`src/rtl/rch_pkg.sv`:
```
// ---------------------------------------------------------------------------
// Rectangle and circle hit test package
// Shared widths and reset value for the hit test pipeline.
// ---------------------------------------------------------------------------
package rch_pkg;

    localparam int RADIUS_BITS = 15;
    localparam int R2_BITS     = 2 * RADIUS_BITS;
    localparam int R2_HALF     = RADIUS_BITS;

    localparam logic [RADIUS_BITS-1:0] RADIUS_RESET = 15'd16;

endpackage

```
`src/rtl/rch_dist_cmp.sv`:
```
// ---------------------------------------------------------------------------
// Edge distance compare
// Four stages: projection range and magnitude, split partial products,
// partial product sums, and the final compare of cross^2 against r^2 * len^2.
// ---------------------------------------------------------------------------
module rch_dist_cmp #(
    parameter int CB = 16
) (
    input  logic                          clk,
    input  logic                          adv,
    input  logic [2*CB+1:0]               len2,
    input  logic signed [2*CB+1:0]        dotp,
    input  logic signed [2*CB+1:0]        crossp,
    input  logic [rch_pkg::R2_BITS-1:0]   r2,
    output logic                          close
);

    localparam int PW = 2 * CB + 2;
    localparam int H  = PW / 2;
    localparam int RH = rch_pkg::R2_HALF;
    localparam int LW = 2 * PW + rch_pkg::R2_BITS;

    logic            mid5_reg, mid6_reg, mid7_reg, close_reg;
    logic [PW-1:0]   acr5_reg, len5_reg;
    logic [2*H-1:0]  chh_reg, chl_reg, cll_reg;
    logic [RH+H-1:0] rhh_reg, rhl_reg, rlh_reg, rll_reg;
    logic [LW-1:0]   lhs_reg, rhs_reg;
    logic            mid_next;
    logic [PW-1:0]   acr_next;
    logic [LW-1:0]   lhs_next, rhs_next;

    always_comb
    begin
        mid_next = (len2 != '0) && !dotp[PW-1] && (dotp != '0) && ($unsigned(dotp) < len2);
        acr_next = crossp[PW-1] ? PW'(-crossp) : PW'(crossp);
        lhs_next = (LW'(chh_reg) << (2 * H)) + (LW'(chl_reg) << (H + 1)) + LW'(cll_reg);
        rhs_next = (LW'(rhh_reg) << (H + RH)) + (LW'(rhl_reg) << RH)
                 + (LW'(rlh_reg) << H) + LW'(rll_reg);
    end

    always_ff @(posedge clk)
    begin
        if (adv)
        begin
            mid5_reg  <= mid_next;
            acr5_reg  <= acr_next;
            len5_reg  <= len2;
            mid6_reg  <= mid5_reg;
            chh_reg   <= acr5_reg[PW-1:H] * acr5_reg[PW-1:H];
            chl_reg   <= acr5_reg[PW-1:H] * acr5_reg[H-1:0];
            cll_reg   <= acr5_reg[H-1:0] * acr5_reg[H-1:0];
            rhh_reg   <= r2[2*RH-1:RH] * len5_reg[PW-1:H];
            rhl_reg   <= r2[2*RH-1:RH] * len5_reg[H-1:0];
            rlh_reg   <= r2[RH-1:0] * len5_reg[PW-1:H];
            rll_reg   <= r2[RH-1:0] * len5_reg[H-1:0];
            mid7_reg  <= mid6_reg;
            lhs_reg   <= lhs_next;
            rhs_reg   <= rhs_next;
            close_reg <= mid7_reg && (lhs_reg < rhs_reg);
        end
    end

    assign close = close_reg;

endmodule

```
`config.mk`:
```
export PLATFORM = sky130hd
export DESIGN_NAME = rch_dist_cmp
export DESIGN_NICKNAME = d
export VERILOG_FILES = /design/src/rtl/rch_pkg.sv /design/src/rtl/rch_dist_cmp.sv
export SDC_FILE = /design/constraint.sdc
export NUM_CORES = 2
export LEC_CHECK = 0
export BUFFER_PORTS_ARGS = -buffer_cell sky130_fd_sc_hd__buf_2
export CELL_PAD_IN_SITES_DETAIL_PLACEMENT = 2
export CELL_PAD_IN_SITES_GLOBAL_PLACEMENT = 2
export CORE_MARGIN = 3
export CORE_UTILIZATION = 47
export CTS_CLUSTER_SIZE = 14
export DETAILED_ROUTE_END_ITERATION = 10
export PLACE_DENSITY_LB_ADDON = 0.08
export SYNTH_ARGS = -nofsm -noshare
export SYNTH_HDL_FRONTEND = slang
export SYNTH_SLANG_ARGS = --single-unit
```
`constraint.sdc`:
```
create_clock -name clk -period 19.3 [get_ports clk]
set_input_delay 1.93 -clock clk [delete_from_list [all_inputs] [get_ports clk]]
set_output_delay 1.93 -clock clk [all_outputs]
set_load 0.05 [all_outputs]
```
==> reports/qor.log <==
qor: routing.drt-vias-per-instance 5.57
qor: floorplan.die_boundary_width 419 um
qor: routing.dr.pass1.iters 6
qor: cts.clock_insertion_delay_worst_skew 690 ps
qor: setup_path.setup.worst_path.class in -> reg
qor: timing.timing.final.hold_violations 0
qor: setup_path.cp_cell_sequence buf_2 > nand2_1 > fa_1 > inv_1 > fa_1 > inv_1 > fa_1 > inv_1 > fa_1 > fa_1 > inv_1 > fa_1 > inv_1 > ha_1 > a21o_1 > a21o_1 > a21oi_1 > a21oi_1 > a221oi_1 > o211ai_1 > a31o_2 > a21oi_1 > xnor2_1
qor: setup_path.crit_arrival 8710 ps
qor: hold_path.whs_path_depth 0
qor: setup_path.timing.critical_path.to_type register
qor: cts.cts_tree built
qor: routing.wl_per_cell 24.6 um
qor: grt.first_global_vias 71.4k
qor: finish.multi_input_area 0.0591 mm2
qor: finish.final-seq-area 0.0130 mm2
qor: setup_path.slowest_stage sky130_fd_sc_hd__buf_2
qor: logic_synthesis.postSynthAreaPerCell 9.62 um2
qor: setup_path.timing.critical_path.mode_cell sky130_fd_sc_hd__fa_1
qor: floorplan.placementRows 150
qor: floorplan.floorplan.die_area 0.176 mm2
qor: finish.largest_register_ff_count 68
qor: timing.worst_slew_pin_tran 1200 ps
qor: logic_synthesis.synth.distinct_cells 76
qor: timing.fin_crit_sh 43.0%
qor: placed_design.gp_routability_congestion 0.858
qor: logic_synthesis.synthCells 8340
qor: routing.routed_wl 260 mm
qor: floorplan.io_pins 135
qor: finish.syn2layout_area_growth 5.88%
qor: cts.cts_setup_buffers 0
qor: cts.cts_repair_resize_count 0
qor: hold_path.hp-class reg -> reg
qor: logic_synthesis.synth_edf_count 433
qor: grt.overflow 0
qor: routing.drc_errors 0
qor: cts.clock_slew_at_the_register_clock_pins_of_the_worst_setup_and_hold_paths 60 ps
qor: grt.grt_max_degree 83
qor: cts.clock-root-buffer sky130_fd_sc_hd__clkbuf_16
qor: cts.clock_path_buffers 3
qor: logic_synthesis.yosysSeqAreaShare 16.2%
qor: logic_synthesis.yosysWarningCount 0
qor: flow_run.timing.max_cap.violations 0
qor: timing.grt_setup_unrepaired no
qor: grt.antenna_found_initial 15
qor: logic_synthesis.synth_fp_nets 10.8k
qor: routing.drt_antenna_net_count 0
qor: floorplan.initial_utilization 47.6%
qor: grt.grt_pass1_wl 410 mm
qor: status.status finished clean
qor: timing.timing.fmax 120 MHz
qor: setup_path.worst-r2r-cell-count 22
qor: routing.initialDrtViolationCount 2945
qor: logic_synthesis.post_synth_instance_area 0.0802 mm2
qor: cts.clock_tree.htree_level_count 2
qor: floorplan.die_height 419 um
qor: logic_synthesis.async_set_or_reset_register_ratio_after_synthesis 0%
qor: setup_path.crit_path_max_fo 34
qor: finish.nets 10.7k
qor: logic_synthesis.synth.ff_latch_count 433
qor: cts.post_cts_hold_buffer_count 0
qor: timing.setup_viol 0
qor: grt.track_usage 30.3%
qor: placed_design.buffers_on_ports 134
qor: timing.layout_min_cycle_time 8310 ps
qor: finish.fillerInstances 17.7k
qor: setup_path.timing.critical_path.slowest_cell_delay 660 ps
qor: setup_path.worstSetupStartpointType primary input
qor: timing.fin_skew 36.2 ps
qor: setup_path.worstPathRequired 19700 ps
qor: routing.vias 58.7k
qor: cts.numClockSinks 433
qor: cts.tritoncts.num_buffers 56
qor: floorplan.fp.coreArea 0.168 mm2
qor: timing.remaining_max_slew_budget_at_the_tightest_pin 20.3%
qor: logic_synthesis.dominantRegCellSynth sky130_fd_sc_hd__edfxtp_1
qor: timing.timing.setup.tns 0 ps
qor: timing.timing_max_transition_violations_final 0
qor: placed_design.hpwlAfterDp 202 mm
qor: finish.fraction_of_final_layout_cells_with_drive_strength_greater_than_1 4.20%
path summary, 6_finish.rpt:
path / slack, ps / from / to
worst max-delay path: 10990 / r2[6] / rlh_reg[30]$_DFFE_PP_
worst min-delay path: 420 / cll_reg[15]$_DFFE_PP_ / lhs_reg[15]$_DFFE_PP_
worst max register to register: 11230 / acr5_reg[11]$_DFFE_PP_ / cll_reg[33]$_DFFE_PP_
worst min register to register: 420 / cll_reg[15]$_DFFE_PP_ / lhs_reg[15]$_DFFE_PP_
layer usage:
metal / wire length (um) / part of all wire (%) / GRT usage (%)
met5: 26 / 0.010 / 0
met4: 10100 / 3.9 / 10.9
met3: 10000 / 3.9 / 3.11
met1: 102000 / 39 / 36.2
met2: 138000 / 53 / 56.3
cell type report:
cell class | count | share of cell area [%]
multi-input combinational | 5744 | 69.6
inverter | 1823 | 8.06
clock inverter | 38 | 0.516
antenna | 8 | 0.0236
clock buffer | 63 | 1.68
timing repair buffer | 223 | 1.59
sequential | 433 | 15.3
tap | 2204 | 3.25
cells by family (layout without fill, tap and decap cells):
logic type,after synthesis,count (layout),synth area share [%]
adder cells (fa/ha/maj),2289,2289,48.9
flip-flops,433,433,16.2
XOR/XNOR,324,324,3.54
buffers and inverters,2163,2147,10.1
other,0,8,0
AND/OR/NAND/NOR,2264,2264,14.1
AO/OA/AOI/OAI,862,862,7.04
multiplexers,5,5,0.0655
per-stage QoR:
| step | setup WS [ps] | util (%) | hold slack, ps | instance area (um2) | instances |
|---|---|---|---|---|---|
| 6_report | 10990 | 50.4 | 417 | 84900 | 10500 |
| 3_3_place_gp | 10540 | 49.3 | 401 | 83000 | 10400 |
| 2_1_floorplan | 11430 | - | 400 | 80200 | 8340 |
| 4_1_cts | 11030 | 50.4 | 420 | 84900 | 10500 |
| 3_5_place_dp | 10370 | 49.3 | 406 | 83000 | 10400 |
| 5_1_grt | 10660 | 50.4 | 425 | 84900 | 10500 |
critical path, delay by kind of cell:
kind                     cells  cell delay [ps]
buffers and inverters        6              990
AO/OA/AOI/OAI                8             1960
AND/OR/NAND/NOR              1              210
XOR/XNOR                     1               90
adder cells (fa/ha/maj)      7             3490
layout by cell type (no fill, tap or decap), drive strengths merged, types with 63 or more instances in the layout:
cell type / count
a21o: 169
a21oi: 258
and2: 783
buf: 223
clkbuf: 63
edfxtp: 433
fa: 1408
ha: 881
inv: 1825
nand2: 934
nand3: 69
nor2: 175
o21ai: 137
xnor2: 248
xor2: 76
cells in the mapped netlist (10+ instances only):
cell type	n	area, um2
sky130_fd_sc_hd__or2_2	12	75.1
sky130_fd_sc_hd__and2_1	783	4900
sky130_fd_sc_hd__nor4_1	21	131
sky130_fd_sc_hd__edfxtp_1	433	13000
sky130_fd_sc_hd__nand2b_1	34	213
sky130_fd_sc_hd__nand3_1	69	345
sky130_fd_sc_hd__o21a_1	36	270
sky130_fd_sc_hd__nand2_1	934	3510
sky130_fd_sc_hd__nor2b_1	44	275
sky130_fd_sc_hd__o211ai_1	18	135
sky130_fd_sc_hd__xnor2_1	248	2170
sky130_fd_sc_hd__o21ai_0	126	631
sky130_fd_sc_hd__and3_1	48	300
sky130_fd_sc_hd__xor2_1	76	666
sky130_fd_sc_hd__a211oi_1	34	255
sky130_fd_sc_hd__a31o_2	10	87.6
sky130_fd_sc_hd__nand4_1	40	250
sky130_fd_sc_hd__nor2_1	175	657
sky130_fd_sc_hd__a21o_1	169	1270
sky130_fd_sc_hd__o31ai_1	18	135
sky130_fd_sc_hd__a211o_1	10	87.6
sky130_fd_sc_hd__fa_1	1408	28200
sky130_fd_sc_hd__o21ai_1	11	55.1
sky130_fd_sc_hd__and4_1	12	105
sky130_fd_sc_hd__inv_1	1822	6840
sky130_fd_sc_hd__clkbuf_1	337	1260
sky130_fd_sc_hd__nor3_1	51	255
sky130_fd_sc_hd__a21oi_1	258	1290
sky130_fd_sc_hd__a21boi_0	11	82.6
sky130_fd_sc_hd__a31oi_1	32	200
sky130_fd_sc_hd__o21bai_1	43	323
sky130_fd_sc_hd__ha_1	881	11000
Power is left out: the tool's default activity adds up to more than one toggle a clock period on the data nets, which glitch-free logic cannot reach.
